## src/hw/rtl/fta_pkg.sv

```systemverilog
package fta_pkg;

    localparam int VALUE_BITS  = 12;
    localparam int DEGREE_BITS = 16;

    localparam int DEG_W      = DEGREE_BITS + 1;
    localparam int FUZZ_SETS  = 7;
    localparam int CFG_REGS   = 7;
    localparam int CFG_W      = 4 * VALUE_BITS;
    localparam int CFG_IDX_W  = 3;
    localparam int SUM_W      = DEG_W + 2;
    localparam int WGT_W      = DEG_W + 8;
    localparam int FRAC_SHIFT = 8;
    localparam int ASSESS_W   = 14;
    localparam int STRENGTH_W = 17;

    localparam logic [DEG_W-1:0] DEG_ONE = {1'b1, {DEGREE_BITS{1'b0}}};

    // register indexes, also the fuzzy set lanes
    localparam int CFG_TINY     = 0;
    localparam int CFG_SMALL    = 1;
    localparam int CFG_MODERATE = 2;
    localparam int CFG_LARGE    = 3;
    localparam int CFG_CLOSE    = 4;
    localparam int CFG_MEDIUM   = 5;
    localparam int CFG_FAR      = 6;

    localparam logic [5:0] W_LOW  = 6'd10;
    localparam logic [5:0] W_MID  = 6'd30;
    localparam logic [5:0] W_HIGH = 6'd50;

    typedef logic [VALUE_BITS-1:0] t_value;
    typedef logic [DEG_W-1:0]      t_deg;
    typedef logic [CFG_W-1:0]      t_cfg;

    typedef struct packed {
        t_value num;
        t_value den;
    } t_ratio;

    typedef struct packed {
        t_deg lo;
        t_deg mi;
        t_deg hi;
    } t_strengths;

    typedef struct packed {
        t_value force_value;
        t_value distance_value;
    } t_in_word;

    typedef struct packed {
        logic [ASSESS_W-1:0]   assessment;
        logic [STRENGTH_W-1:0] low_strength;
        logic [STRENGTH_W-1:0] medium_strength;
        logic [STRENGTH_W-1:0] high_strength;
        logic                  no_rule_fired;
    } t_out_word;

endpackage

```

## src/hw/rtl/fta_fuzzify.sv

```systemverilog
module fta_fuzzify (
    input  logic              i_clk,
    input  logic              i_rst_n,
    input  logic              i_en,
    input  logic              i_valid,
    input  fta_pkg::t_in_word i_in,
    input  fta_pkg::t_cfg     i_cfg [fta_pkg::CFG_REGS],
    output logic              o_valid,
    output fta_pkg::t_ratio   o_ratio [fta_pkg::FUZZ_SETS]
);
    import fta_pkg::*;

    localparam t_ratio R_ZERO = '{num: t_value'(0), den: t_value'(1)};
    localparam t_ratio R_ONE  = '{num: t_value'(1), den: t_value'(1)};

    logic   r_valid;
    t_ratio r_ratio [FUZZ_SETS];
    t_ratio n_ratio [FUZZ_SETS];

    function automatic t_value bp(input t_cfg c, input int i);
        return c[i*VALUE_BITS +: VALUE_BITS];
    endfunction

    function automatic t_ratio tri_r(input t_value v, input t_cfg c);
        t_value x0, x1, x2;
        t_ratio r;
        x0 = bp(c, 0);
        x1 = bp(c, 1);
        x2 = bp(c, 2);
        if (v <= x0 || v >= x2) begin
            r = R_ZERO;
        end else if (v == x1) begin
            r = R_ONE;
        end else if (v < x1) begin
            r = '{num: v - x0, den: x1 - x0};
        end else begin
            r = '{num: x2 - v, den: x2 - x1};
        end
        return r;
    endfunction

    function automatic t_ratio trap_r(input t_value v, input t_cfg c);
        t_value x0, x1, x2, x3;
        t_ratio r;
        x0 = bp(c, 0);
        x1 = bp(c, 1);
        x2 = bp(c, 2);
        x3 = bp(c, 3);
        if (v <= x0 || v >= x3) begin
            r = R_ZERO;
        end else if (v >= x1 && v <= x2) begin
            r = R_ONE;
        end else if (v < x1) begin
            r = '{num: v - x0, den: x1 - x0};
        end else begin
            r = '{num: x3 - v, den: x3 - x2};
        end
        return r;
    endfunction

    function automatic t_ratio grade_r(input t_value v, input t_cfg c);
        t_value x0, x1;
        t_ratio r;
        x0 = bp(c, 0);
        x1 = bp(c, 1);
        if (v < x0) begin
            r = R_ZERO;
        end else if (v > x1 || x1 == x0) begin
            r = R_ONE;
        end else begin
            r = '{num: v - x0, den: x1 - x0};
        end
        return r;
    endfunction

    always_comb begin
        n_ratio[CFG_TINY]     = tri_r(i_in.force_value, i_cfg[CFG_TINY]);
        n_ratio[CFG_SMALL]    = trap_r(i_in.force_value, i_cfg[CFG_SMALL]);
        n_ratio[CFG_MODERATE] = trap_r(i_in.force_value, i_cfg[CFG_MODERATE]);
        n_ratio[CFG_LARGE]    = grade_r(i_in.force_value, i_cfg[CFG_LARGE]);
        n_ratio[CFG_CLOSE]    = tri_r(i_in.distance_value, i_cfg[CFG_CLOSE]);
        n_ratio[CFG_MEDIUM]   = trap_r(i_in.distance_value, i_cfg[CFG_MEDIUM]);
        n_ratio[CFG_FAR]      = grade_r(i_in.distance_value, i_cfg[CFG_FAR]);
    end

    always_ff @(posedge i_clk) begin
        if (!i_rst_n) begin
            r_valid <= 1'b0;
        end else if (i_en) begin
            r_valid <= i_valid;
        end
    end

    always_ff @(posedge i_clk) begin
        if (i_en) begin
            r_ratio <= n_ratio;
        end
    end

    assign o_valid = r_valid;
    assign o_ratio = r_ratio;

endmodule

```

## config.mk

```make
export PLATFORM = sky130hd
export DESIGN_NAME = fta_fuzzify
export DESIGN_NICKNAME = d
export VERILOG_FILES = /design/src/hw/rtl/fta_pkg.sv /design/src/hw/rtl/fta_fuzzify.sv
export SDC_FILE = /design/constraint.sdc
export NUM_CORES = 1
export LEC_CHECK = 0
export BUFFER_PORTS_ARGS = -buffer_cell sky130_fd_sc_hd__buf_2
export CAP_MARGIN = 20
export CORE_MARGIN = 10
export CORE_UTILIZATION = 50
export CTS_CLUSTER_DIAMETER = 100
export DETAILED_ROUTE_END_ITERATION = 8
export PLACE_DENSITY = 0.82
export SLEW_MARGIN = 10
export SYNTH_ARGS = -nofsm -noshare
export SYNTH_HDL_FRONTEND = slang
export SYNTH_SLANG_ARGS = --single-unit
```

## constraint.sdc

```tcl
create_clock -name i_clk -period 3.5 [get_ports i_clk]
set_clock_uncertainty 0.15 [all_clocks]
set_input_delay 0.525 -clock i_clk [delete_from_list [all_inputs] [get_ports i_clk]]
set_output_delay 0.525 -clock i_clk [all_outputs]
set_load 0.02 [all_outputs]
```

# Yosys cells after proc, flatten, opt, wreduce, memory -nomap -nowiden
# Cells that the tools add are included.
[totals]
register_bits = 169
in_bits = 364
output_inout_bits = 169
word_cells = 104
[op_classes]
n_addsub = 24
magnitude_cmp = 25
n_eq_ne = 4
mux = 12
reduce_logical = 17
[op_table]
columns = ["op", "count"]
rows = [
  ["subtractor 12 bit", 24],
  ["two-way mux 24 bit", 5],
  [">= comparator 12 bit", 8],
  ["<= comparator 12 bit", 8],
  ["two-way mux 13 bit", 7],
  ["less-than comparator 12 bit", 7],
  ["== test 12 bit", 4],
  ["> comparator 12 bit", 2],
  ["OR reduction 2 bit", 7],
  ["logical OR 1 bit", 7],
  ["logical AND 1 bit", 3],
]

# Longest topological paths before layout
[depth]
ltp_word = 3
ltp_mapped = 13
ltp_nobuf = 12

# Worst setup path before layout
# No wires, ideal clock.
[synth_path]
kind = "input -> register"
from = "input port i_in[12] (netlist name)"
to = "register r_ratio, in the netlist o_ratio[148] (data pin)"
setup_time_ns = 0.257
t_arrival_ns = 2.827
t_required_ns = 3.093
setup_slack_ns = 0.266
path_stages = 13
n_path_buf = 1
path_cell_list = "inv_1 -> ha_1 -> inv_1 -> fa_1 -> a21oi_1 -> o21ai_0 -> a21oi_1 -> o21bai_1 -> a2111oi_0 -> a211oi_1 -> o21ai_2 -> buf_2 -> nor2_1"
[synth_between]
elab_chain_cells = 3
word_cells_on_any_way = 7
cone_classes = "3 x order compare; 1 x eq/ne; 1 x mux; 2 x reduce/logical"
[synth_lines]
columns = ["element", "line_no", "rtl"]
rows = [
  ["start: declaration", "fta_fuzzify.sv:6", "input fta_pkg::t_in_word i_in,"],
  ["<= comparator 12 bit / >= comparator 12 bit (equally long branches)", "fta_fuzzify.sv:30", "if (v <= x0 || v >= x2) begin"],
  ["logical OR 1 bit", "fta_fuzzify.sv:30", ""],
  ["OR reduction 2 bit (no line)", "--", ""],
  ["end signal: assignment", "fta_fuzzify.sv:96", "r_ratio <= n_ratio;"],
  ["end: declaration", "fta_fuzzify.sv:17", "t_ratio r_ratio [FUZZ_SETS];"],
]
# Parallel ways exist; a longest one is shown, timed or not.
# A chain may end at the register's enable or synchronous reset.

# Worst setup path after layout
[layout_path]
from = "input port i_in[12] (netlist name)"
to = "register r_ratio, in the netlist o_ratio[103] (data pin)"
[layout_between]
elab_chain_cells = 3
word_cells_on_any_way = 9
cone_classes = "5 x order compare; 1 x mux; 3 x reduce/logical"
[layout_lines]
columns = ["element", "line_no", "rtl"]
rows = [
  ["<= comparator 12 bit (tied with other cells)", "fta_fuzzify.sv:49", "if (v <= x0 || v >= x3) begin"],
  ["logical OR 1 bit / logical AND 1 bit (equally long branches)", "fta_fuzzify.sv:49, fta_fuzzify.sv:51", ""],
  ["OR reduction 2 bit (no line)", "--", ""],
]
# Parallel ways exist; a longest one is shown, timed or not.

==> out/results.txt <==
Run status = finished, final reports clean
Most common cell after layout, fill and taps aside = buf_2
PortBufs = 460
Design area = 26080 um2
CTS H-tree depth = 4
Final nets = 3868
Setup WS pre-CTS = -0.04201 ns
Worst-path clk slew = 0.08 ns
ANT nets after route = 0
Finished Layout Cells = 3694
Hold Path Depth = 2
Total power = 8.787 mW
Post-Syn Instances = 2559
Total number of cells along the worst setup path = 15
Hold Path Class = primary input to flip-flop
Syn nets = 3343
Maximum VDD drop = 0.0003456 V
Gp weighted congestion = 0.9703
Cts bufs inserted = 17
Critical path endpoint category = flip-flop
Seq/Total Area, Yosys = 23.26%
CP Launch Type = primary input
Largest net degree at the start of global routing = 56
CTS Sinks = 169
Vias in the first global route = 20739
Slowest cell on crit path = fa_1
Crit path required time = 3.60 ns
Post-route DRC = 0
Initial antenna violation count = 20
DRT iter0 DRCs = 1665
Pwr Density = 336.9 nW/um2
Distinct cells, synth = 70
DR vias/cell = 5.741
Slew margin rel. = 58.86%
Max clock buf depth = 2
Worst Path Buf+Inv = 5
Postcts setup bufs = 0
Reg area = 5065 um2
DP Cell Count = 3650
Die area = 52290 um2
Lkg Pwr = 12.86 nW
Slew Limit Fails = 0
Final setup violation count = 0
CTS tree = built
Critical path cell sequence = buf_2 > inv_1 > buf_4 > ha_1 > inv_1 > fa_1 > a21oi_1 > o21ai_0 > a21oi_1 > a21oi_1 > a2111oi_0 > and3b_1 > nand2b_1 > buf_4 > nor2_1
Crit Path Max Fanout = 12
Worst slew pin tran = 0.6091 ns
Mean Syn Cell Area = 8.509 um2
Routed WL per cell = 20.38 um
Share of cells above drive strength 1 = 19.66%
Multi-input logic area = 15520 um2
Final Core Density = 60.55%
Crit path top cell by count = a21oi_1
Worst EP arrival = 3.15 ns
Post-CTS sizing = 0
Gr usage total = 27.86%
Post-CTS Hold Buffers = 0
Row count = 76
Max Cap Violations = 0
Chip Height = 228.7 um
#FFs+latches synth = 169
Worst Setup Slack, final = 0.4552 ns
Post-synth ARST share = 0%
Worst Reg2Reg Path Length in Cells = 2
Clock Root Buffer = clkbuf_16
Placed Area = 25410 um2
GRT overflow = 0
Largest delay share family, worst path = compound AO/OA/AOI/OAI gates
DR vias = 21209
Fill cells = 3752
Synth warn = 0
Synth Flop Type = edfxtp_1
Final HPWL from detailed placement = 63.39 mm
Minimum clock period = 3.045 ns
Chip width = 228.7 um
Setup CP Type = primary input to flip-flop
EDFF count, synth = 168
RSZ-0062 raised after global routing = false
First-pass GRT wire length = 114.1 mm
Most frequent cells in the layout = buf_2, ha_1, inv_1
Max Clk Rate = 328.4 MHz
Core box area = 43080 um2
Hold Fails Final Rpt = 0
Fin crit share = 86.99%
Routed WL = 75.27 mm
Initial DRT Pass Iterations = 5
Io pins = 533
Skew-Pair Late Insertion Delay = 0.49 ns
Layout area overhead = 19.79%
Initial Util = 50.55%
Worst path max stage delay = 0.40 ns
Cell Area, Synth = 21770 um2
-- state kept, by name, summed over array words and instances, names as in the netlist --
signal and count:
o_ratio 168, o_valid 1
-- routing by layer --
| layer | vias up | track usage [%] | share of wire (%) |
|---|---|---|---|
| met5 | - | 0 | 0.17 |
| met4 | 18 | 12.12 | 4.2 |
| met3 | 185 | 8.451 | 9.8 |
| met2 | 958 | 45.94 | 46 |
| met1 | 9727 | 32.96 | 40 |
| li1 | 10321 | - | - |
-- power breakdown --
part / switching (mW) / total [mW] / internal [mW]
Sequential: 0.0614 / 2.51 / 2.45
Clock: 1.04 / 2.15 / 1.11
Combinational: 2.42 / 4.13 / 1.70
-- cell usage after synthesis, drive strengths merged (4+ instances only) --
cell	number	area (um2)
nand4	39	244.0
a2111oi	7	68.81
mux2i	46	460.4
nor2	251	942.2
nor3b	6	45.04
mux2	7	78.83
o211a	6	60.06
a31o	5	43.79
buf	19	90.08
a21o	96	720.7
inv	278	1044
a41oi	10	87.58
or3	31	193.9
a21boi	6	45.04
o21a	46	345.3
ha	396	4955
nand2b	33	206.5
nor4	11	68.82
o31a	10	87.58
o221ai	5	43.79
xnor2	129	1130
a21oi	225	1126
a211oi	27	202.7
and3	14	87.58
o41ai	6	52.55
nand3b	5	37.54
edfxtp	168	5045
xor2	77	674.4
clkbuf	16	60.06
o31ai	16	120.1
or2	18	112.6
o22ai	4	25.02
nor2b	58	362.9
fa	24	480.5
o21bai	14	105.1
nor3	81	405.4
and2	7	43.79
o21ai	106	541.8
and4	5	43.79
o211ai	10	75.07
nand2	141	529.3
a31oi	25	156.4
nand3	45	225.2
-- layout make-up --
cell class	instances	area share (%)
antenna	12	0.1151
timing repair buffer	541	11.66
sequential	169	19.42
clock buffer	17	1.631
inverter	278	4.001
tap	585	2.806
multi-input combinational	2077	59.52
clock inverter	15	0.8443
-- cells by family after synthesis --
logic type / Yosys count / share of synthesized area [%]
xor+xnor: 206 / 8.286
buf+inv: 313 / 5.482
compound gates: 644 / 18.88
mux: 53 / 2.477
simple gates: 754 / 16.65
fa+ha+maj: 420 / 24.96
flops: 169 / 23.26
-- worst register-to-register path, cell delays in order (launching register included) --
cell and delay, ns:
dfxtp_1 0.31, mux2i_1 0.12, nor2b_1 0.05
-- stage by stage --
stage	hold slack, ns	setup TNS [ns]
after floorplan	0.4393	0
after global placement	0.3479	-0.2502
after detailed placement	0.3594	-0.5642
after CTS	0.05282	0
after global routing	0.08025	0
final	0.08521	0
-- path summary, 6_finish.rpt --
kind | start | to | slack [ns]
worst min register to register | o_valid | o_valid | 0.37
worst min-delay path | i_rst_n | o_valid | 0.09
worst max register to register | o_valid | o_valid | 2.77
worst max-delay path | i_in[12] | o_ratio[103] | 0.46
No activity file was read; power rests on OpenSTA's default activity.
