$ cat src/hw/rtl/fta_pkg.sv
package fta_pkg;

    localparam int VALUE_BITS  = 12;
    localparam int DEGREE_BITS = 16;

    localparam int DEG_W      = DEGREE_BITS + 1;
    localparam int FUZZ_SETS  = 7;
    localparam int CFG_REGS   = 7;
    localparam int CFG_W      = 4 * VALUE_BITS;
    localparam int CFG_IDX_W  = 3;
    localparam int SUM_W      = DEG_W + 2;
    localparam int WGT_W      = DEG_W + 8;
    localparam int FRAC_SHIFT = 8;
    localparam int ASSESS_W   = 14;
    localparam int STRENGTH_W = 17;

    localparam logic [DEG_W-1:0] DEG_ONE = {1'b1, {DEGREE_BITS{1'b0}}};

    // register indexes, also the fuzzy set lanes
    localparam int CFG_TINY     = 0;
    localparam int CFG_SMALL    = 1;
    localparam int CFG_MODERATE = 2;
    localparam int CFG_LARGE    = 3;
    localparam int CFG_CLOSE    = 4;
    localparam int CFG_MEDIUM   = 5;
    localparam int CFG_FAR      = 6;

    localparam logic [5:0] W_LOW  = 6'd10;
    localparam logic [5:0] W_MID  = 6'd30;
    localparam logic [5:0] W_HIGH = 6'd50;

    typedef logic [VALUE_BITS-1:0] t_value;
    typedef logic [DEG_W-1:0]      t_deg;
    typedef logic [CFG_W-1:0]      t_cfg;

    typedef struct packed {
        t_value num;
        t_value den;
    } t_ratio;

    typedef struct packed {
        t_deg lo;
        t_deg mi;
        t_deg hi;
    } t_strengths;

    typedef struct packed {
        t_value force_value;
        t_value distance_value;
    } t_in_word;

    typedef struct packed {
        logic [ASSESS_W-1:0]   assessment;
        logic [STRENGTH_W-1:0] low_strength;
        logic [STRENGTH_W-1:0] medium_strength;
        logic [STRENGTH_W-1:0] high_strength;
        logic                  no_rule_fired;
    } t_out_word;

endpackage

$ cat src/hw/rtl/fta_rules.sv
module fta_rules (
    input  logic                        i_clk,
    input  logic                        i_rst_n,
    input  logic                        i_en,
    input  logic                        i_valid,
    input  fta_pkg::t_deg               i_deg [fta_pkg::FUZZ_SETS],
    output logic                        o_valid,
    output fta_pkg::t_strengths         o_str,
    output logic [fta_pkg::WGT_W-1:0]   o_wgt,
    output logic [fta_pkg::SUM_W-1:0]   o_sum
);
    import fta_pkg::*;

    logic             r_v1;
    logic             r_v2;
    t_strengths       r_s1;
    t_strengths       r_s2;
    t_strengths       n_s1;
    logic [WGT_W-1:0] r_wgt;
    logic [SUM_W-1:0] r_sum;

    function automatic t_deg fmin(input t_deg a, input t_deg b);
        return (a < b) ? a : b;
    endfunction

    function automatic t_deg fmax(input t_deg a, input t_deg b);
        return (a > b) ? a : b;
    endfunction

    always_comb begin
        n_s1.lo = fmax(fmax(fmin(i_deg[CFG_MEDIUM], i_deg[CFG_TINY]),
                            fmin(i_deg[CFG_MEDIUM], i_deg[CFG_SMALL])),
                       fmin(i_deg[CFG_FAR], DEG_ONE - i_deg[CFG_LARGE]));
        n_s1.mi = fmax(fmax(fmin(i_deg[CFG_CLOSE], i_deg[CFG_TINY]),
                            fmin(i_deg[CFG_MEDIUM], i_deg[CFG_MODERATE])),
                       fmin(i_deg[CFG_FAR], i_deg[CFG_LARGE]));
        n_s1.hi = fmax(fmin(i_deg[CFG_CLOSE], DEG_ONE - i_deg[CFG_TINY]),
                       fmin(i_deg[CFG_MEDIUM], i_deg[CFG_LARGE]));
    end

    always_ff @(posedge i_clk) begin
        if (!i_rst_n) begin
            r_v1 <= 1'b0;
            r_v2 <= 1'b0;
        end else if (i_en) begin
            r_v1 <= i_valid;
            r_v2 <= r_v1;
        end
    end

    always_ff @(posedge i_clk) begin
        if (i_en) begin
            r_s1  <= n_s1;
            r_s2  <= r_s1;
            r_wgt <= WGT_W'(r_s1.lo) * WGT_W'(W_LOW)
                   + WGT_W'(r_s1.mi) * WGT_W'(W_MID)
                   + WGT_W'(r_s1.hi) * WGT_W'(W_HIGH);
            r_sum <= SUM_W'(r_s1.lo) + SUM_W'(r_s1.mi) + SUM_W'(r_s1.hi);
        end
    end

    assign o_valid = r_v2;
    assign o_str   = r_s2;
    assign o_wgt   = r_wgt;
    assign o_sum   = r_sum;

endmodule

$ cat config.mk
export PLATFORM = sky130hd
export DESIGN_NAME = fta_rules
export DESIGN_NICKNAME = d
export VERILOG_FILES = /design/src/hw/rtl/fta_pkg.sv /design/src/hw/rtl/fta_rules.sv
export SDC_FILE = /design/constraint.sdc
export NUM_CORES = 1
export LEC_CHECK = 0
export BUFFER_PORTS_ARGS = -buffer_cell sky130_fd_sc_hd__buf_4
export CORE_MARGIN = 3
export CORE_UTILIZATION = 50
export CTS_CLUSTER_SIZE = 20
export DETAILED_ROUTE_END_ITERATION = 6
export PLACE_DENSITY = 0.83
export SLEW_MARGIN = 10
export SYNTH_ARGS = -nofsm -noshare
export SYNTH_HDL_FRONTEND = slang
export SYNTH_SLANG_ARGS = --single-unit
$ cat constraint.sdc
create_clock -name i_clk -period 8.95 [get_ports i_clk]
set_input_delay 1.3425 -clock i_clk [delete_from_list [all_inputs] [get_ports i_clk]]
set_output_delay 1.3425 -clock i_clk [all_outputs]
set_load 0.005 [all_outputs]
## Word-level counts from Yosys, hierarchy flattened

Index checks and enable logic that the tools add are counted.

- Bits in registers: 148
- Bits of input ports: 123
- Output and inout bits: 96
- Word-level logic and storage cells: 45

- Add/sub/neg operators: 6
- Multipliers: 3
- Order comparisons: 13
- Mux-type cells: 13

Operators with widths:

| cell | count |
|---|---|
| 17-bit 2-to-1 mux | 13 |
| 17-bit < comparator | 8 |
| 17-bit > comparator | 5 |
| 17-bit subtractor, first input constant | 2 |
| 23-bit by 23-bit adder with 24-bit output | 1 |
| 21-bit by 22-bit adder with 23-bit output | 1 |
| 17-bit by 5-bit multiplier with 22-bit output, second input constant | 1 |
| 17-bit by 4-bit multiplier with 21-bit output, second input constant | 1 |
| 17-bit by 3-bit multiplier with 20-bit output, second input constant | 1 |
| 18-bit by 17-bit adder with 19-bit output | 1 |
| 17-bit by 17-bit adder with 18-bit output | 1 |

## Longest topological paths before layout

Gate-level depths: netlist of run 1.

- Depth in word-level cells: 6
- Depth in mapped cells: 36
- Depth with buffers taken out: 31

## Worst setup path before layout of run 1

Ideal clock, no wire load.

- Path type: input-to-reg
- From: in i_deg[104] (netlist bit)
- To: reg r_s1[40] (netlist bit), data pin
- Library setup time: 0.279 ns
- Arrival time: 8.316 ns
- Data required time: 8.671 ns
- Slack: 0.355 ns
- Stages: 36
- Buffers on the path: 6
- Cell sequence: clkbuf_1 inv_1 ha_1 nor3_1 nor3_1 a211oi_2 o221ai_2 clkbuf_1 clkbuf_1 mux2i_1 inv_1 ha_1 a21o_1 a21o_1 a21o_1 a211oi_1 o21ai_0 a2111oi_2 o21a_1 a211o_1 buf_6 mux2_1 inv_1 ha_1 nor2b_1 o21ai_0 nand2b_1 a21oi_1 o21ai_1 a21oi_1 o211ai_1 a221oi_1 a41o_1 buf_1 clkbuf_1 mux2i_1

RTL lines:

| what | line | RTL |
|---|---|---|
| start, declared | fta_rules.sv:6 | `input fta_pkg::t_deg i_deg [fta_pkg::FUZZ_SETS],` |
| end signal, assigned | fta_rules.sv:53 | `r_s1 <= n_s1;` |
| end, declared | fta_rules.sv:16 | `t_strengths r_s1;` |

==> impl_metrics.csv, run 1 <==
group,metric,value,unit
sta,finalSetupTns,0,ns
cells_and_area,drive_above_1_share,14.1,%
floorplan,coreArea,36900,um2
global_route,track_usage,27.8,%
global_route,grt_pass1_vias,16100,
floorplan,start_util,51.1,%
sta,timing_worst_slew_pin_value,0.862,ns
placed_design,port_buffers,216,
critical_path,crit_slowest_cell,"nor2_1",
clock_tree,path_clk_slew,0.06,ns
placed_design,gp_congestion,0.968,
floorplan,die-height,200,um
sta,maxSlewHeadroom,42.3,%
critical_path,worstPathRequired,9.09,ns
run_status,outcome,"finished, final reports clean",
critical_path,endpoint_kind,"flip-flop",
yosys,synthCells,1922,
clock_tree,htreeDepth,4,
clock_tree,cts_tree,"done",
placed_design,place_inst,2627,
yosys,synth_edf_count,143,
critical_path,max_stage_delay,0.66,ns
floorplan,die-area,40000,um2
critical_path,critical_path_arrival,7.97,ns
routing,dr.pass1.iters,6,
placed_design,hpwl,46800,um
routing,dr_total_vias,15700,
yosys,synth_area_per_cell,9.80,um2
routing,drt_iter0_drc,1119,
critical_path,critPathKind,"primary input to flip-flop",
critical_path,path_buf_inv,4,
clock_tree,postCtsSetupBuffers,0,
clock_tree,clock-sinks,145,
sta,maxSlewViolCount,0,
cells_and_area,fin_nets,2707,
sta,timing.final.crit_share,87.4,%
routing,drc,0,
critical_path,path_common_cell,"a21o_1",
yosys,ys_warn_count,0,
yosys,synthFlopType,"edfxtp_1",
cells_and_area,fin_util,58.8,%
floorplan,num_io_pins,219,
cells_and_area,fillers,3117,
critical_path,critical_path.top_delay_family,"compound AO/OA/AOI/OAI gates",
clock_tree,insertion_delay,0.45,ns
routing,via_per_inst,5.92,
sta,fmax,128,MHz
sta,fin_worst_skew,0.0138,ns
global_route,grt_start_max_net_pins,76,
routing,routedWlPerCell,21.0,um
sta,layout_min_cycle_time,7.82,ns
clock_tree,numCtsBuffers,17,
critical_path,cp_max_fo,18,
yosys,synthArstFlopShare,0,%
sta,final-setup-viol-count,0,
yosys,post-synth-top-area-cell,"ha_1",
clock_tree,cts_resized,0,
critical_path,critPathLaunchType,"primary input",
sta,hold_viol,0,
flow_run,drv_cap,0,
routing,ant_nets,0,
global_route,grt_pass1_wl,85900,um
routing,wirelength,55900,um
clock_tree,cts_max_path_buffers,2,
worst_hold_path,hold_path.class,"flip-flop to flip-flop",
cells_and_area,synthToLayoutAreaGrowth,15.1,%
sta,rsz0062_at_grt,"no",
yosys,syn_area,18800,um2
global_route,gr-total-overflow,0,
cells_and_area,stdcell_count,2660,
floorplan,die_x,200,um
floorplan,rows,70,
yosys,ys_seq_elements,145,
clock_tree,ctsRootBufferMaster,"clkbuf_16",
global_route,antenna_found_initial,3,
yosys,synth.distinct_cells,71,
yosys,synth.area.top_cells,"ha_1 (24%), edfxtp_1 (23%), fa_1 (8.7%)",
yosys,yosysTopAreaCellShare,23.9,%
clock_tree,holdBufCountCts,0,
yosys,ys_seq_area_share,23.0,%
cell families (layout without fill, tap and decap cells):
logic type                 Yosys count  count (layout)  share of synthesized area (%)
muxes                              179             179                           9.93
and+or+nand+nor                    342             342                           9.14
other                                1               3                         0.0199
AOI/OAI and AO/OA                  388             388                           13.8
xor gates and xnor gates           106             106                           4.93
adders and majority gates          442             442                           32.6
DFF                                145             145                           23.0
buffers and inverters              319             551                           6.59
metrics by stage:
step	setup WS [ns]	hold WS (ns)	instance area [um2]
2_1_floorplan	0.355	0.457	18800
6_report	1.13	0.517	21700
4_1_cts	1.25	0.524	21700
3_5_place_dp	0.804	0.507	21100
5_1_grt	0.759	0.563	21700
3_3_place_gp	0.836	0.498	21100
metal layers:
layer	global-route usage [%]	wire [um]	vias to the layer above
li1	-	-	7363
met1	34.5	22600	7588
met2	49.2	27500	660
met3	3.27	3540	122
met4	11.2	2250	4
met5	0	27	-
placed cells by master (no fill, tap or decap), types with 11 or more instances in the layout:
master,synthesis,final
mux2_2,13,13
o21a_1,24,24
nand2_1,57,57
clkbuf_16,0,17
nor2b_1,25,25
ha_1,360,360
fa_1,82,82
a211oi_1,15,15
or3_1,12,12
a21o_1,75,75
nand3_1,32,32
o21bai_1,12,12
nand2b_1,23,23
nor3_1,35,35
edfxtp_1,143,143
buf_4,4,234
o21ai_1,15,14
xor2_1,21,21
a21oi_1,122,119
a222oi_1,11,11
mux2i_1,146,146
xnor2_1,85,85
o21ai_0,43,43
nor2_1,86,86
inv_1,284,284
nand4_1,34,34
flip-flops by register name, summed over array words and instances (netlist names):
| signal | count |
|---|---|
| o_str | 51 |
| o_sum | 19 |
| o_valid | 1 |
| o_wgt | 22 |
| r_s1 | 51 |
| r_v1 | 1 |
cells in the mapped netlist, types with 7 or more instances:
master and number:
nor2b_1 25, a41oi_1 8, o21a_1 24, o21ai_1 15, and3_1 8, mux2i_1 146
o21bai_1 12, a222oi_1 11, and2_1 7, ha_1 360, nor3_1 35, nand4_1 34
o211ai_1 8, a21o_1 75, nor2_1 86, a211oi_1 15, or3_1 12, o21ai_0 43
mux2_1 10, fa_1 82, mux2_4 10, clkbuf_1 22, nand2b_1 23, edfxtp_1 143
xnor2_1 85, nor4_1 7, mux2_2 13, nand3_1 32, inv_1 284, and4_1 8
a21oi_1 122, a221oi_1 7, nand2_1 57, xor2_1 21
tightest hold or removal path: cells and delay by family, from the launching register on:
| family | cells | cell delay [ns] |
|---|---|---|
| and+or+nand+nor | 1 | 0.09 |
| muxes | 1 | 0.06 |
| DFF | 1 | 0.32 |
layout make-up:
cell class / instances / area [um2] / area share, %
Antenna cell: 1 / 2.50 / 0.0115
Clock buffer: 18 / 429 / 1.98
Clock inverter: 14 / 144 / 0.664
Inverter: 284 / 1070 / 4.92
Multi-Input combinational cell: 1459 / 13300 / 61.4
Sequential cell: 145 / 4330 / 20.0
Tap cell: 504 / 631 / 2.91
Timing Repair Buffer: 235 / 1770 / 8.15
worst paths after layout:
path,startpoint,endpoint,slack (ns),cells past startpoint
worst min-delay path,r_v1,r_v1,0.52,2
worst min register to register,r_v1,r_v1,0.52,2
worst max-delay path,i_deg[103],r_s1[18],1.13,33
worst max register to register,r_s1[21],o_wgt[22],2.66,20
Power of run 1 is left out: the tool's default activity adds up to more than one toggle a clock period on the data nets, which glitch-free logic cannot reach.
==> run 2, diff against run 1 <==
--- a/config.mk
+++ b/config.mk
@@ -5,12 +5,14 @@
 export SDC_FILE = /design/constraint.sdc
 export NUM_CORES = 1
 export LEC_CHECK = 0
+export ABC_AREA = 1
 export BUFFER_PORTS_ARGS = -buffer_cell sky130_fd_sc_hd__buf_4
 export CORE_MARGIN = 3
 export CORE_UTILIZATION = 50
 export CTS_CLUSTER_SIZE = 20
 export DETAILED_ROUTE_END_ITERATION = 6
-export PLACE_DENSITY = 0.83
+export HOLD_SLACK_MARGIN = 0.15
+export PLACE_DENSITY = 0.8
 export SLEW_MARGIN = 10
 export SYNTH_ARGS = -nofsm -noshare
 export SYNTH_HDL_FRONTEND = slang
==> constraint.sdc (replaced) <==
create_clock -name i_clk -period 8.5 [get_ports i_clk]
set_input_delay 1.275 -clock i_clk [delete_from_list [all_inputs] [get_ports i_clk]]
set_output_delay 1.275 -clock i_clk [all_outputs]
set_load 0.005 [all_outputs]
==> run 2 against run 1 <==
  * Setup slack worse by 0.24 ns
  * Non-clock buffer count down 9
  * Core utilization down 0.28 points
  * Register-to-register slack better by 0.10 ns
  * Critical path type unchanged
  * Routed wire length up 7.4%
  * Flip-flop and latch count unchanged
  * Count of clock-buffer cells in the layout down 1
  * Global-route usage up 2.4 points
  * Via count up 8.6%
  * Cell area down 0.48%
  * Final cell count up 14%
  * Worst hold slack worse by 0.018 ns
==> impl_metrics.csv, run 2 <==
group,metric,value,unit
cells_and_area,fillers,3249,
yosys,synth_xor_area_share,4.88,%
critical_path,reg2reg_from,"r_s1[23]",
sta,fin_worst_skew,0.0100,ns
critical_path,endpoint_kind,"flip-flop",
routing,drc,0,
placed_design,place_inst,3013,
global_route,track_usage,30.1,%
critical_path,path_buf_inv,6,
global_route,grt_pass1_vias,16900,
floorplan,start_util,51.1,%
sta,maxSlewViolCount,0,
sta,timing.final.crit_share,89.6,%
routing,via_per_inst,5.61,
clock_tree,ctsRootBufferMaster,"clkbuf_16",
routing,drt_iter0_drc,1180,
yosys,synth_mux_area_share,0,%
clock_tree,htreeDepth,4,
floorplan,die-area,40000,um2
routing,wirelength,60000,um
cells_and_area,synthToLayoutAreaGrowth,14.6,%
cells_and_area,drive_above_1_share,12.0,%
clock_tree,holdBufCountCts,0,
routing,routedWlPerCell,19.7,um
run_status,outcome,"finished, final reports clean",
yosys,synthFlopType,"edfxtp_1",
critical_path,critical_path_arrival,7.75,ns
cells_and_area,final_common_cell,"nand2_1",
routing,dr.pass1.iters,6,
clock_tree,postCtsSetupBuffers,0,
global_route,antenna_found_initial,0,
yosys,post-synth-top-area-cell,"ha_1",
cells_and_area,diodes,0,
yosys,synthArstFlopShare,0,%
critical_path,max_stage_delay,0.61,ns
yosys,synth_most_common_cell,"nand2_1",
sta,hold_viol,0,
clock_tree,cts_tree,"done",
yosys,synth_simple_gate_area_share,17.5,%
sta,rsz0062_at_grt,"no",
yosys,ys_seq_elements,145,
critical_path,critical_path.top_delay_family,"simple AND/OR/NAND/NOR gates",
critical_path,path_common_cell,"nand2_1",
critical_path,cp_max_fo,32,
critical_path,r2r_end,"o_wgt[23]",
global_route,grt_start_max_net_pins,77,
yosys,syn_area,18800,um2
yosys,synth-compound-area-share,13.8,%
cells_and_area,multiInputGateArea,13000,um2
sta,final-setup-viol-count,0,
clock_tree,numCtsBuffers,17,
cells_and_area,ff_latch_area,4330,um2
routing,ant_nets,0,
routing,dr_total_vias,17100,
clock_tree,cts_resized,0,
yosys,synthCells,2326,
sta,layout_min_cycle_time,7.62,ns
yosys,ys_seq_area_share,23.0,%
placed_design,port_buffers,216,
floorplan,die-height,200,um
critical_path,critPathLaunchType,"primary input",
global_route,gr-total-overflow,0,
floorplan,num_io_pins,219,
placed_design,hpwl,50700,um
floorplan,rows,70,
worst_hold_path,hold_path.class,"flip-flop to flip-flop",
clock_tree,path_clk_slew,0.07,ns
worst_hold_path,hp-start,"r_v1",
yosys,synth.distinct_cells,55,
placed_design,gp_congestion,1.09,
worst_hold_path,whs_endpoint,"o_valid",
worst_hold_path,hold_depth,2,
yosys,yosysTopAreaCellShare,23.9,%
cells_and_area,fin_nets,3093,
sta,timing_worst_slew_pin_value,0.986,ns
yosys,synth_top_family_by_area,"adder cells",
global_route,grt_pass1_wl,91800,um
yosys,synth-adder-area-share,32.6,%
critical_path,r2r_slack,2.76,ns
floorplan,die_x,200,um
critical_path,crit_slowest_cell,"o21ai_0",
yosys,synth_edf_count,143,
yosys,ys_warn_count,0,
floorplan,coreArea,36900,um2
clock_tree,insertion_delay,0.44,ns
critical_path,rr_worst_depth,22,
critical_path,worstPathRequired,8.63,ns
cells_and_area,stdcell_count,3045,
yosys,synth.area.top_cells,"ha_1 (24%), edfxtp_1 (23%), nand2_1 (9.0%)",
clock_tree,clock-sinks,145,
sta,maxSlewHeadroom,34.2,%
flow_run,drv_cap,0,
clock_tree,cts_max_path_buffers,2,
yosys,synth_area_per_cell,8.10,um2
sta,hold_ws,0.499,ns
sta,fmax,131,MHz
sta,finalSetupTns,0,ns
cells_and_area,layout_common_cells,"nand2_1 (451), ha_1 (360), inv_1 (358)",
critical_path,critPathKind,"primary input to flip-flop",
yosys,synth_common_cells,"nand2_1 (451), ha_1 (360), inv_1 (358)",
run 2: changes by cell type in the layout (fill, tap and decap cells not counted), sizes merged, moves of 57 or more:
cell   before  now
xor2       21   78
xnor2      85   27
nand2      57  463
a21oi     122  188
mux2i     146    0
a21o       75    3
inv       291  364
o21ai      58  221
run 2: cell families (layout without fill, tap and decap cells):
kind of cell	after synthesis	count (layout)
AO/OA/AOI/OAI	478	478
XOR/XNOR	105	105
buffers and inverters	402	616
other	1	2
AND/OR/NAND/NOR	753	753
flip-flops	145	145
adder cells (fa/ha/maj)	442	442
run 2: routing by layer:
layer / up-vias / wire length [um] / GRT usage, % / part of all wire [%]
li1: 8260 / - / - / -
met1: 7971 / 24500 / 37.7 / 41
met2: 700 / 28400 / 51.8 / 47
met3: 166 / 3990 / 3.83 / 6.7
met4: 0 / 3110 / 14.5 / 5.2
met5: - / 0 / 0 / 0
run 2: stage by stage:
step	worst slack, ns	utilization [%]	instance area [um2]
after detailed placement	0.601	56.9	21000
after CTS	1.06	58.5	21600
after floorplan	2.52	-	18800
after global routing	0.255	58.5	21600
after global placement	0.593	56.9	21000
final	0.885	58.5	21600
run 2: worst max-delay path by stage:
stage	start	end	slack, ns	cells past startpoint
6_report	i_deg[19]	r_s1[30]	0.88	30
5_1_grt	i_deg[19]	r_s1[30]	0.25	31
4_1_cts	i_deg[19]	r_s1[30]	1.06	30
3_5_place_dp	i_deg[19]	r_s1[30]	0.60	30
3_3_place_gp	i_deg[19]	r_s1[28]	0.59	30
2_1_floorplan	i_deg[118]	r_s1[46]	2.52	31
run 2: layout make-up:
class / instances / area share [%]
clock inverters: 15 / 0.800
well taps: 504 / 2.92
repair buffers: 226 / 7.88
clock buffers: 17 / 1.97
flip-flops and latches: 145 / 20.1
inverters: 358 / 6.23
multi-input cells: 1780 / 60.1
run 2: worst register-to-register path, stage by stage, from the launching register on:
cell,delay (ns)
edfxtp_1,0.61
fa_1,0.63
fa_1,0.42
ha_1,0.38
nand2_1,0.09
nor3_1,0.20
nand2_1,0.09
nand2_1,0.11
nand2_1,0.08
nand2_1,0.08
a21oi_1,0.09
o21ai_0,0.30
a21boi_0,0.19
o21ai_0,0.30
xor2_1,0.34
fa_1,0.46
ha_1,0.38
nand2_1,0.08
nor2_1,0.05
a211oi_1,0.15
o21ai_0,0.18
a21boi_2,0.19
o21ai_0,0.09
Power of run 2 is left out for the same reason.
