$ cat src/hw/rtl/fta_pkg.sv
package fta_pkg;

    localparam int VALUE_BITS  = 12;
    localparam int DEGREE_BITS = 16;

    localparam int DEG_W      = DEGREE_BITS + 1;
    localparam int FUZZ_SETS  = 7;
    localparam int CFG_REGS   = 7;
    localparam int CFG_W      = 4 * VALUE_BITS;
    localparam int CFG_IDX_W  = 3;
    localparam int SUM_W      = DEG_W + 2;
    localparam int WGT_W      = DEG_W + 8;
    localparam int FRAC_SHIFT = 8;
    localparam int ASSESS_W   = 14;
    localparam int STRENGTH_W = 17;

    localparam logic [DEG_W-1:0] DEG_ONE = {1'b1, {DEGREE_BITS{1'b0}}};

    // register indexes, also the fuzzy set lanes
    localparam int CFG_TINY     = 0;
    localparam int CFG_SMALL    = 1;
    localparam int CFG_MODERATE = 2;
    localparam int CFG_LARGE    = 3;
    localparam int CFG_CLOSE    = 4;
    localparam int CFG_MEDIUM   = 5;
    localparam int CFG_FAR      = 6;

    localparam logic [5:0] W_LOW  = 6'd10;
    localparam logic [5:0] W_MID  = 6'd30;
    localparam logic [5:0] W_HIGH = 6'd50;

    typedef logic [VALUE_BITS-1:0] t_value;
    typedef logic [DEG_W-1:0]      t_deg;
    typedef logic [CFG_W-1:0]      t_cfg;

    typedef struct packed {
        t_value num;
        t_value den;
    } t_ratio;

    typedef struct packed {
        t_deg lo;
        t_deg mi;
        t_deg hi;
    } t_strengths;

    typedef struct packed {
        t_value force_value;
        t_value distance_value;
    } t_in_word;

    typedef struct packed {
        logic [ASSESS_W-1:0]   assessment;
        logic [STRENGTH_W-1:0] low_strength;
        logic [STRENGTH_W-1:0] medium_strength;
        logic [STRENGTH_W-1:0] high_strength;
        logic                  no_rule_fired;
    } t_out_word;

endpackage

$ cat src/hw/rtl/fta_defuzz.sv
module fta_defuzz (
    input  logic                      i_clk,
    input  logic                      i_rst_n,
    input  logic                      i_en,
    input  logic                      i_valid,
    input  fta_pkg::t_strengths       i_str,
    input  logic [fta_pkg::WGT_W-1:0] i_wgt,
    input  logic [fta_pkg::SUM_W-1:0] i_sum,
    output logic                      o_valid,
    output fta_pkg::t_out_word        o_word
);
    import fta_pkg::*;

    localparam int NSTG  = ASSESS_W;
    localparam int DVD_W = WGT_W + FRAC_SHIFT;

    logic [DVD_W-1:0] w_dvd;

    logic                r_v    [NSTG];
    logic [SUM_W-1:0]    r_rem  [NSTG];
    logic [SUM_W-1:0]    r_sum  [NSTG];
    logic [ASSESS_W-1:0] r_dl   [NSTG];
    logic [ASSESS_W-1:0] r_q    [NSTG];
    t_strengths          r_str  [NSTG];
    logic                r_none [NSTG];

    assign w_dvd = {i_wgt, FRAC_SHIFT'(0)};

    for (genvar s = 0; s < NSTG; s++) begin : g_stg
        logic                w_v;
        logic [SUM_W-1:0]    w_rem;
        logic [SUM_W-1:0]    w_sum;
        logic [ASSESS_W-1:0] w_dl;
        logic [ASSESS_W-1:0] w_q;
        t_strengths          w_str;
        logic                w_none;
        logic [SUM_W:0]      w_ext;
        logic                w_ge;
        logic [SUM_W:0]      w_sub;

        if (s == 0) begin : g_first
            assign w_v    = i_valid;
            assign w_rem  = w_dvd[ASSESS_W +: SUM_W];
            assign w_sum  = i_sum;
            assign w_dl   = w_dvd[ASSESS_W-1:0];
            assign w_q    = '0;
            assign w_str  = i_str;
            assign w_none = (i_sum == '0);
        end else begin : g_next
            assign w_v    = r_v[s-1];
            assign w_rem  = r_rem[s-1];
            assign w_sum  = r_sum[s-1];
            assign w_dl   = r_dl[s-1];
            assign w_q    = r_q[s-1];
            assign w_str  = r_str[s-1];
            assign w_none = r_none[s-1];
        end

        assign w_ext = {w_rem, w_dl[ASSESS_W-1]};
        assign w_ge  = w_ext >= {1'b0, w_sum};
        assign w_sub = w_ge ? w_ext - {1'b0, w_sum} : w_ext;

        always_ff @(posedge i_clk) begin
            if (!i_rst_n) begin
                r_v[s] <= 1'b0;
            end else if (i_en) begin
                r_v[s] <= w_v;
            end
        end

        always_ff @(posedge i_clk) begin
            if (i_en) begin
                r_rem[s]  <= w_sub[SUM_W-1:0];
                r_sum[s]  <= w_sum;
                r_dl[s]   <= {w_dl[ASSESS_W-2:0], 1'b0};
                r_q[s]    <= {w_q[ASSESS_W-2:0], w_ge};
                r_str[s]  <= w_str;
                r_none[s] <= w_none;
            end
        end
    end

    always_comb begin
        o_word.assessment      = r_none[NSTG-1] ? '0 : r_q[NSTG-1];
        o_word.low_strength    = STRENGTH_W'(r_str[NSTG-1].lo);
        o_word.medium_strength = STRENGTH_W'(r_str[NSTG-1].mi);
        o_word.high_strength   = STRENGTH_W'(r_str[NSTG-1].hi);
        o_word.no_rule_fired   = r_none[NSTG-1];
    end

    assign o_valid = r_v[NSTG-1];

endmodule

$ cat config.mk
export PLATFORM = sky130hd
export DESIGN_NAME = fta_defuzz
export DESIGN_NICKNAME = d
export VERILOG_FILES = /design/src/hw/rtl/fta_pkg.sv /design/src/hw/rtl/fta_defuzz.sv
export SDC_FILE = /design/constraint.sdc
export NUM_CORES = 1
export LEC_CHECK = 0
export BUFFER_PORTS_ARGS = -buffer_cell sky130_fd_sc_hd__buf_2
export CAP_MARGIN = 20
export CORE_UTILIZATION = 55
export DETAILED_ROUTE_END_ITERATION = 10
export PLACE_DENSITY_LB_ADDON = 0.3
export SLEW_MARGIN = 20
export SYNTH_ARGS = -nofsm -noshare
export SYNTH_HDL_FRONTEND = slang
export SYNTH_SLANG_ARGS = --single-unit
$ cat constraint.sdc
create_clock -name i_clk -period 3.69 [get_ports i_clk]
set_input_delay 0.369 -clock i_clk [delete_from_list [all_inputs] [get_ports i_clk]]
set_output_delay 0.369 -clock i_clk [all_outputs]
set_load 0.01 [all_outputs]
# == After elaboration in Yosys (flattened, before gate mapping) ==
# Memory sizes are Yosys's and may differ from the RTL's.
# Index checks and enable logic that the tools add are counted.
# totals
regBits,0
ram_bits,1652
input_bits,99
word_cells,84
n_memories,7
# classes
add_sub_neg,14
order_cmp,14
muxes,34
bitwise_logic,14
reduce_logical,1
# mem_list
memory,words,width,rd,rd_ports_with_merged_regs,wr,line,source
r_str,14,51,14,0,14,fta_defuzz.sv:24,t_strengths r_str [NSTG];
r_rem,14,19,13,0,14,fta_defuzz.sv:20,logic [SUM_W-1:0] r_rem [NSTG];
r_sum,14,19,13,0,14,fta_defuzz.sv:21,logic [SUM_W-1:0] r_sum [NSTG];
r_q,14,14,14,0,14,fta_defuzz.sv:23,logic [ASSESS_W-1:0] r_q [NSTG];
r_dl,14,13,13,0,14,fta_defuzz.sv:22,logic [ASSESS_W-1:0] r_dl [NSTG];
r_none,14,1,14,0,14,fta_defuzz.sv:25,logic r_none [NSTG];
1 more memories,-,-,-,-,-,-,
# op_table
cell,n
$ge 20x19->1,14
$mux 19,14
$sub 19x19->19,14
$logic_not 19->1,1
$mux 1,19
$mux 14,1
$or 1x1->1,14

# == Logic depth before layout (Yosys ltp) ==
# Gate-level depths: netlist of the first run.
# logic_depth
depth_word,4
ltp_mapped,13
mapped_depth_nobuf,12

# == Least setup slack after synthesis of the first run ==
# Ideal clock, no wire load.
# synth_path
path_type,register to register
startpoint,mem r_rem[1][57] in the netlist's numbering
endpoint,"mem r_rem[1][85] in the netlist's numbering, data pin"
setup_ps,260
arrival_time_ps,2789
setup_slack_ps,641
stages_incl_launch_ff,11
path_buffers,1
synth_period_minus_slack_ps,3049
cell_sequence,edfxtp_1 fa_1 a21o_1 a221oi_2 a211oi_2 a211o_1 and2_4 o2111ai_4 nand2_4 buf_6 mux2_4
# synth_lines
element,line
start: declaration,fta_defuzz.sv:20

==> qor.txt, run 1 <==
worst reg2reg setup slack -> 0.31 ns
final hold slack -> 0.0690 ns
clock transition at the registers of the reported paths -> 0.06 ns
Port Buf Inserts -> 165
Max-slew headroom -> 0.399
routed via count -> 30.0k
RR Endpoint -> r_rem[1][1]
Min-Delay Path Class -> in -> reg
max-slew violations -> 0
Avg Vias per Cell -> 5.35
f_max -> 0.296 GHz
initial antenna violation count -> 1
Max-Cap Viols -> 0
nets -> 4514
Max Root-Sink Buffers -> 3
CP endpoint kind -> register
net count after synthesis -> 4111
Mapped Cells -> 3734
Post-synth EDFFs -> 1355
Place WS -> 0.132 ns
Yosys reg bits -> 1356
clk_lat worst skew -> 0.76 ns
die area -> 104000 um2
Critical R2R Launch -> r_rem[0][133]
reg2reg path depth -> 8
Hold Crit Start -> i_en
Post-Route WL -> 95.0 mm
Top FF cell, synth -> edfxtp_1
LEAKAGE -> 25.1 nW
Ys Warns -> 0
Worst-Margin Slew -> 0.901 ns
setup TNS -> 0 ns
largest family of logic cells by synthesized area -> compound AO/OA/AOI/OAI gates
largest net degree at the start of global routing -> 112
crit path launch -> r_rem[0][133]
I/O pin count -> 166
DP Wirelength -> 61.3 mm
area grow syn2layout -> 14.8%
Residual DRC -> 0
post-route ant nets -> 0
final worst slack -> 0.309 ns
Async SR Flop Fraction -> 0
layout cells sized above 1 -> 0.127
post-synthesis mux area share -> 0.0191
Synth Area in XOR/XNOR -> 0.0268
share of the yosys chip area belonging to registers -> 0.719
Layout Utilization -> 0.638
post-CTS setup buffers -> 0
Final Instance Area -> 65000 um2
GPL Wtd Cong -> 0.937
CTS H-tree lvls -> 4
crit path kind -> reg -> reg
Rows -> 117
Cell Area, Placed -> 59600 um2
Simple-Gate Fraction of Synth Area -> 0.0610
Hold Violations, Final -> 0
WP data arrival -> 3.85 ns
Die Wd -> 323 um
# fillers -> 7312
Iteration-0 DRC Markers -> 1535
Core Area -> 102000 um2
startpoint types -> register
library cells used by synthesis -> 87
total congestion overflow -> 0
Pre-antenna DRT Iters -> 5
post-synthesis compound-gate area fraction -> 0.0845
unrepaired setup endpoints after global routing -> no
Sink Count -> 1356
pwr dens -> 754 nW/um2
worst clock skew -> 0.0548 ns
status -> finished, final reports clean
CTS tree -> built
Wirelength per Cell -> 16.9 um
Post-Synth Adder-Cell Area -> 0.0632
hold endpoint -> r_str[0][108]
Final setup viols -> 0
Tot GR Track Use -> 0.186
CP Data Required Time -> 4.16 ns
number of global-route vias before repair -> 30.9k
CP Max Fanout -> 11
Synth Area per Inst -> 15.2 um2
first-pass GRT wire length -> 153 mm
Max VDD drop -> 0.876 mV
die height -> 323 um
CTS buffer count -> 137
CTS root buf -> clkbuf_16
initial core utilization -> 0.556
Tmin final -> 3.38 ns
ratio of final minimum period to clock period -> 0.916
Mapped Area -> 56600 um2
WHS Path Cells -> 1
## cell families after synthesis
logic type                 Yosys count
AOI/OAI and AO/OA                  738
xor gates and xnor gates           173
adders and majority gates          278
buffers and inverters              390
DFF                               1356
muxes                               94
and+or+nand+nor                    705
## worst max-delay path by stage
stage / to / slack, ns / depth (start not counted)
detailed placement: r_rem[0][41] / 0.13 / 9
global placement: r_rem[1][61] / 0.18 / 8
global route: r_rem[0][63] / 0.09 / 9
finish: r_rem[1][1] / 0.31 / 8
floorplan: r_rem[1][85] / 0.64 / 10
CTS: r_rem[0][40] / 0.14 / 9
## placed cells by master (no fill, tap or decap), drive strengths merged, types with 8 or more instances in the layout
| master | instances |
|---|---|
| xnor2 | 106 |
| ha | 265 |
| edfxtp | 1355 |
| o2111ai | 10 |
| a211o | 14 |
| o21bai | 16 |
| a21o | 100 |
| or3 | 19 |
| nor2 | 163 |
| a21oi | 184 |
| and3 | 32 |
| and2 | 19 |
| nor3 | 48 |
| mux2 | 86 |
| or2 | 13 |
| a31o | 12 |
| nand2b | 28 |
| o21a | 45 |
| nand3 | 51 |
| clkbuf | 159 |
| dlygate4sd3 | 95 |
| a221oi | 8 |
| o21ai | 193 |
| nand2 | 209 |
| fa | 13 |
| o211ai | 17 |
| o31ai | 20 |
| clkinv | 63 |
| a211oi | 22 |
| inv | 348 |
| nor2b | 49 |
| bufinv | 9 |
| o31a | 11 |
| buf | 217 |
| mux2i | 8 |
| nor4 | 13 |
| xor2 | 67 |
| a31oi | 26 |
| nand4 | 28 |
## power by group
part	internal, mW	switching, mW
Sequential	20.2	1.04
Combinational	6.54	7.82
Clock	7.57	5.85
Total	34.3	14.7
## flip-flops by register name, summed over array words and instances (netlist names)
name    cells
r_v        14
r_none     14
r_str     714
r_rem     247
r_dl       15
r_q       105
r_sum     247
## synth_stat cells (all sizes together), types with 8 or more instances
master | n | area (um2)
or2 | 13 | 81.3
and3 | 32 | 205
nand3 | 51 | 255
xor2 | 67 | 587
a31oi | 26 | 163
o21a | 45 | 338
fa | 13 | 260
buf | 17 | 93.8
nand4 | 28 | 175
o2111ai | 10 | 105
a221oi | 8 | 82.6
a211oi | 22 | 170
o211ai | 17 | 128
xnor2 | 106 | 928
nor3 | 48 | 245
clkbuf | 31 | 116
inv | 342 | 1280
a21oi | 184 | 925
o21bai | 16 | 120
a21o | 100 | 751
mux2 | 86 | 998
and2 | 19 | 121
nor2 | 163 | 614
o21ai | 193 | 966
nand2 | 209 | 792
nand2b | 28 | 175
nor4 | 13 | 81.3
a211o | 14 | 123
nor2b | 49 | 307
a31o | 12 | 105
o31a | 11 | 96.3
ha | 265 | 3320
o31ai | 20 | 155
edfxtp | 1355 | 40700
or3 | 19 | 119
mux2i | 8 | 80.1
## area by class of cell
cell class / count / area [um2] / share of cell area
Sequential cell: 1356 / 40700 / 0.626
Clock inverter: 81 / 913 / 0.0141
Inverter: 342 / 1280 / 0.0197
Clock buffer: 159 / 3510 / 0.0540
Timing Repair Buffer: 312 / 2430 / 0.0374
Multi-Input combinational cell: 1988 / 14400 / 0.222
Antenna cell: 1 / 2.50 / 0.0000385
Tap cell: 1368 / 1710 / 0.0263
## timing repair
| item | in CTS | in global routing |
|---|---|---|
| hold buffers | 95 | 0 |
| endpoints found under the hold margin | 96 | 0 |
| gates resized for setup | 0 | 0 |
## layer usage
| metal | part of all wire | up-vias | track usage |
|---|---|---|---|
| met5 | 0 | - | 0 |
| met4 | 0.047 | 0 | 0.0972 |
| met3 | 0.037 | 276 | 0.0331 |
| met2 | 0.53 | 676 | 0.347 |
| met1 | 0.38 | 14200 | 0.200 |
| li1 | - | 14800 | - |
## stage by stage
step	power, mW	cells
after global placement	35.4	5271
after global routing	51.9	5606
after CTS	49.3	5606
final	49.0	5607
after floorplan	32.0	3734
after detailed placement	35.7	5271
## critical path, stage by stage, from the launching register on
cell and delay (ns):
edfxtp_1 0.43, fa_1 0.49, a21o_1 0.24, a221o_1 0.37, a21oi_1 0.30, a41oi_1 0.24
o211ai_1 0.22, a21o_1 0.44, mux2_2 0.39
Power figures use the tool's default switching activity.
==> run 2: changes to the inputs <==
--- a/config.mk
+++ b/config.mk
@@ -8,9 +8,9 @@
 export BUFFER_PORTS_ARGS = -buffer_cell sky130_fd_sc_hd__buf_2
 export CAP_MARGIN = 20
 export CORE_UTILIZATION = 55
+export CTS_BUF_LIST = sky130_fd_sc_hd__clkbuf_8
 export DETAILED_ROUTE_END_ITERATION = 10
 export PLACE_DENSITY_LB_ADDON = 0.3
-export SLEW_MARGIN = 20
 export SYNTH_ARGS = -nofsm -noshare
 export SYNTH_HDL_FRONTEND = slang
 export SYNTH_SLANG_ARGS = --single-unit
==> qor.txt, run 2 (synthesis gave the netlist of run 1 again) <==
status -> finished, final reports clean
Final setup viols -> 0
RR Endpoint -> r_rem[1][1]
initial core utilization -> 0.556
Power, Total -> 46.5 mW
Port Buf Inserts -> 165
Tmin final -> 3.36 ns
CTS H-tree lvls -> 4
CP endpoint kind -> register
clock transition at the registers of the reported paths -> 0.06 ns
# fillers -> 7355
CTS resizes -> 0
Min-Delay Path Class -> in -> reg
routed via count -> 30.3k
f_max -> 0.298 GHz
DP Wirelength -> 61.3 mm
Layout Utilization -> 0.632
reg2reg path depth -> 8
largest net degree at the start of global routing -> 112
WHS Path Cells -> 2
Max-Cap Viols -> 0
Critical R2R Launch -> r_rem[0][133]
crit path kind -> reg -> reg
Tot GR Track Use -> 0.179
Sink Count -> 1356
Post-Route WL -> 91.5 mm
top layer in use -> met4
post-CTS setup buffers -> 0
hold endpoint -> r_str[0][34]
Die Wd -> 323 um
worst clock skew -> 0.0463 ns
WP data arrival -> 3.96 ns
first-pass GRT wire length -> 148 mm
startpoint types -> register
ratio of final minimum period to clock period -> 0.910
commonest non-fill, non-tap cell in the layout -> edfxtp_1
CTS root buf -> clkbuf_8
worst reg2reg setup slack -> 0.33 ns
Max-slew headroom -> 0.482
CP Max Fanout -> 11
Max VDD drop -> 0.490 mV
pwr dens -> 723 nW/um2
Core Area -> 102000 um2
unrepaired setup endpoints after global routing -> no
Rows -> 117
Max Root-Sink Buffers -> 3
Most flops, register -> r_str
Largest regs -> r_str: 714 flops, r_rem: 247 flops, r_sum: 247 flops
CTS tree -> built
area grow syn2layout -> 13.7%
GPL Wtd Cong -> 0.937
met3 WL -> 3.32 mm
layout cells sized above 1 -> 0.135
setup TNS -> 0 ns
final hold slack -> 0.220 ns
CP Data Required Time -> 4.29 ns
initial antenna violation count -> 3
max reg flops -> 714
total congestion overflow -> 0
CTS buffer count -> 203
Hold Violations, Final -> 0
die area -> 104000 um2
Worst-Margin Slew -> 0.777 ns
Iteration-0 DRC Markers -> 1322
max-slew violations -> 0
Met1 Routed Length -> 36.0 mm
I/O pin count -> 166
most frequent cells in the layout -> 1355 x edfxtp_1, 401 x inv_1, 265 x ha_1
clk_lat worst skew -> 0.87 ns
met2 wire len -> 47.9 mm
Pre-antenna DRT Iters -> 5
LEAKAGE -> 25.1 nW
die height -> 323 um
Hold Crit Start -> i_str[34]
post-route ant nets -> 0
number of global-route vias before repair -> 31.0k
Avg Vias per Cell -> 5.28
nets -> 4587
Residual DRC -> 0
Wirelength per Cell -> 16.0 um
[run 2: changes by cell type in the layout (fill, tap and decap cells not counted), moves of 6 or more]
cell,change
clkbuf_8,+204
clkbuf_16,-137
inv_1,+59
clkinv_1,+29
clkbuf_1,-22
clkinv_16,-9
clkinv_2,-6
[run 2: report_power, final]
part	total [mW]	internal [mW]	switching, mW
Sequential	21.2	20.2	1.02
Combinational	14.4	6.57	7.79
Clock	11.0	5.50	5.49
Total	46.5	32.2	14.3
[run 2: critical path: stages (launching register included)]
cell,delay [ns]
edfxtp_1,0.43
fa_1,0.49
a21o_1,0.24
a221o_1,0.37
a21oi_1,0.30
a41oi_1,0.24
o211ai_1,0.22
a21o_1,0.43
mux2_2,0.39
[run 2: metrics by stage]
stage | worst slack [ns] | std cells | instance area [um2]
final | 0.331 | 5734 | 64300
after global routing | 0.107 | 5734 | 64300
after CTS | 0.118 | 5729 | 64300
after detailed placement | 0.132 | 5271 | 59600
after global placement | 0.185 | 5271 | 59600
after floorplan | 0.641 | 3734 | 56600
[run 2: routing by layer]
metal	GRT usage	vias up
li1	-	15000
met3	0.0363	267
met2	0.326	649
met5	0	-
met1	0.194	14300
met4	0.100	0
[run 2: final cells by class]
| cell class | instances | area (um2) | share of cell area |
|---|---|---|---|
| diodes | 3 | 7.51 | 0.000117 |
| clock buffers | 204 | 2810 | 0.0436 |
| clock inverters | 154 | 890 | 0.0138 |
| inverters | 342 | 1280 | 0.0200 |
| multi-input cells | 1988 | 14400 | 0.224 |
| flip-flops and latches | 1356 | 40700 | 0.633 |
| well taps | 1368 | 1710 | 0.0266 |
| repair buffers | 319 | 2510 | 0.0390 |
[run 2: worst max path at each step]
stage	startpoint	slack, ns	to
6_report	r_rem[0][133]	0.33	r_rem[1][1]
4_1_cts	r_sum[0][19]	0.12	r_rem[0][50]
3_5_place_dp	r_sum[0][19]	0.13	r_rem[0][41]
2_1_floorplan	r_rem[1][57]	0.64	r_rem[1][85]
5_1_grt	r_rem[0][48]	0.11	r_rem[0][63]
3_3_place_gp	r_rem[1][39]	0.18	r_rem[1][61]
[run 2: what timing repair did]
item | in CTS | in global routing
endpoints found under the hold margin | 169 | 0
setup endpoints to repair | 0 | 0
hold buffers | 100 | 0
==> run 3: changes to the inputs <==
--- a/config.mk
+++ b/config.mk
@@ -11,6 +11,7 @@
 export CTS_BUF_LIST = sky130_fd_sc_hd__clkbuf_8
 export DETAILED_ROUTE_END_ITERATION = 10
 export PLACE_DENSITY_LB_ADDON = 0.3
+export REMOVE_ABC_BUFFERS = 1
 export SYNTH_ARGS = -nofsm -noshare
 export SYNTH_HDL_FRONTEND = slang
 export SYNTH_SLANG_ARGS = --single-unit
==> qor.txt, run 3 (synthesis gave the netlist of run 1 again) <==
Port Buf Inserts -> 165
WP data arrival -> 3.99 ns
max-slew violations -> 0
die area -> 104000 um2
startpoint types -> register
GPL Wtd Cong -> 0.947
Max-slew headroom -> 0.409
initial core utilization -> 0.556
Largest regs -> r_str: 714 flops, r_rem: 247 flops, r_sum: 247 flops
CTS tree -> built
total congestion overflow -> 0
CTS buffer count -> 208
layout cells sized above 1 -> 0.140
Max-Cap Viols -> 0
CTS H-tree lvls -> 4
Post-Route WL -> 89.0 mm
pwr dens -> 724 nW/um2
ratio of final minimum period to clock period -> 0.923
Die Wd -> 323 um
CP endpoint kind -> register
I/O pin count -> 166
initial antenna violation count -> 1
max reg flops -> 714
CP Max Fanout -> 19
Wirelength per Cell -> 15.5 um
crit path kind -> reg -> reg
Pre-antenna DRT Iters -> 5
Core Area -> 102000 um2
status -> finished, final reports clean
Worst-Margin Slew -> 0.887 ns
routed via count -> 30.0k
nets -> 4597
Final setup viols -> 0
CP Data Required Time -> 4.28 ns
clock transition at the registers of the reported paths -> 0.06 ns
setup TNS -> 0 ns
clock power share -> 0.242
storage element area -> 40700 um2
area taken by multi-input logic gates -> 14400 um2
area grow syn2layout -> 13.9%
switch share -> 0.304
post-route ant nets -> 0
part of the power in registers -> 0.454
first-pass GRT wire length -> 144 mm
clk_lat worst skew -> 0.88 ns
largest net degree at the start of global routing -> 123
number of global-route vias before repair -> 30.4k
# fillers -> 7474
Hold Violations, Final -> 0
f_max -> 0.294 GHz
Most flops, register -> r_str
Avg Vias per Cell -> 5.20
unrepaired setup endpoints after global routing -> no
most frequent cells in the layout -> 1355 x edfxtp_1, 401 x inv_1, 265 x ha_1
Min-Delay Path Class -> in -> reg
Max Root-Sink Buffers -> 3
commonest non-fill, non-tap cell in the layout -> edfxtp_1
Net Switching -> 14.2 mW
die height -> 323 um
Tmin final -> 3.40 ns
worst clock skew -> 0.0412 ns
Iteration-0 DRC Markers -> 1208
Max VDD drop -> 0.424 mV
DP Wirelength -> 60.4 mm
CTS root buf -> clkbuf_8
Gate power share -> 0.304
Int Power -> 32.5 mW
Residual DRC -> 0
Tot GR Track Use -> 0.173
LEAKAGE -> 25.2 nW
Power, Total -> 46.7 mW
Sink Count -> 1356
Rows -> 117
Layout Utilization -> 0.633
==> run 3: worst paths after layout <==
kind	startpoint	end	slack, ns	depth (start not counted)
setup / recovery	r_rem[1][19]	r_rem[1][39]	0.29	9
hold / removal	i_wgt[24]	r_q[0][0]	0.16	5
hold reg to reg	r_str[0][139]	r_str[0][190]	0.39	0
setup reg to reg	r_rem[1][19]	r_rem[1][39]	0.29	9
==> run 3: final cells by class <==
type | instances | area share
tap | 1368 | 0.0265
sequential | 1356 | 0.631
inverter | 342 | 0.0199
clock inverter | 172 | 0.0151
antenna | 2 | 0.0000776
timing repair buffer | 324 | 0.0388
clock buffer | 210 | 0.0448
multi-input combinational | 1988 | 0.224
==> run 3: power by group through the flow <==
stage,clock (mW),sequential (mW),combinational [mW]
2_1_floorplan,0,21.1,10.7
5_1_grt,12.4,21.4,15.9
3_3_place_gp,0,21.5,13.7
4_1_cts,11.8,21.2,14.2
3_5_place_dp,0,21.5,14.0
6_report,11.3,21.2,14.2
==> run 3: worst max-delay path: stages (launching register included) <==
cell and delay [ns]:
edfxtp_1 0.43, fa_1 0.48, a21oi_1 0.24, o211ai_1 0.18, o41a_1 0.40, a221oi_2 0.43
a21oi_1 0.15, nor2_2 0.31, buf_12 0.19, mux2_2 0.33
==> run 3: repair_timing <==
action	CTS	global route
resized for setup	0	0
hold endpoints to repair	160	0
buffers inserted	0	0
hold buffers	101	0
==> run 3: metal layers <==
| metal | wire length (um) | up-vias | GRT usage |
|---|---|---|---|
| li1 | - | 15000 | - |
| met1 | 34500 | 14100 | 0.184 |
| met2 | 47400 | 614 | 0.319 |
| met3 | 3330 | 251 | 0.0345 |
| met4 | 3770 | 0 | 0.0953 |
| met5 | 0 | - | 0 |
==> run 3: metrics by stage <==
| step | cells | instance area [um2] | hold slack, ns | setup slack, ns |
|---|---|---|---|---|
| final | 5762 | 64500 | 0.159 | 0.286 |
| after CTS | 5759 | 64500 | 0.0156 | 0.147 |
| after detailed placement | 5276 | 59600 | 0.405 | 0.172 |
| after global routing | 5762 | 64500 | 0.111 | 0.0910 |
| after global placement | 5275 | 59600 | 0.400 | 0.193 |
| after floorplan | 3686 | 56400 | 0.400 | -0.193 |
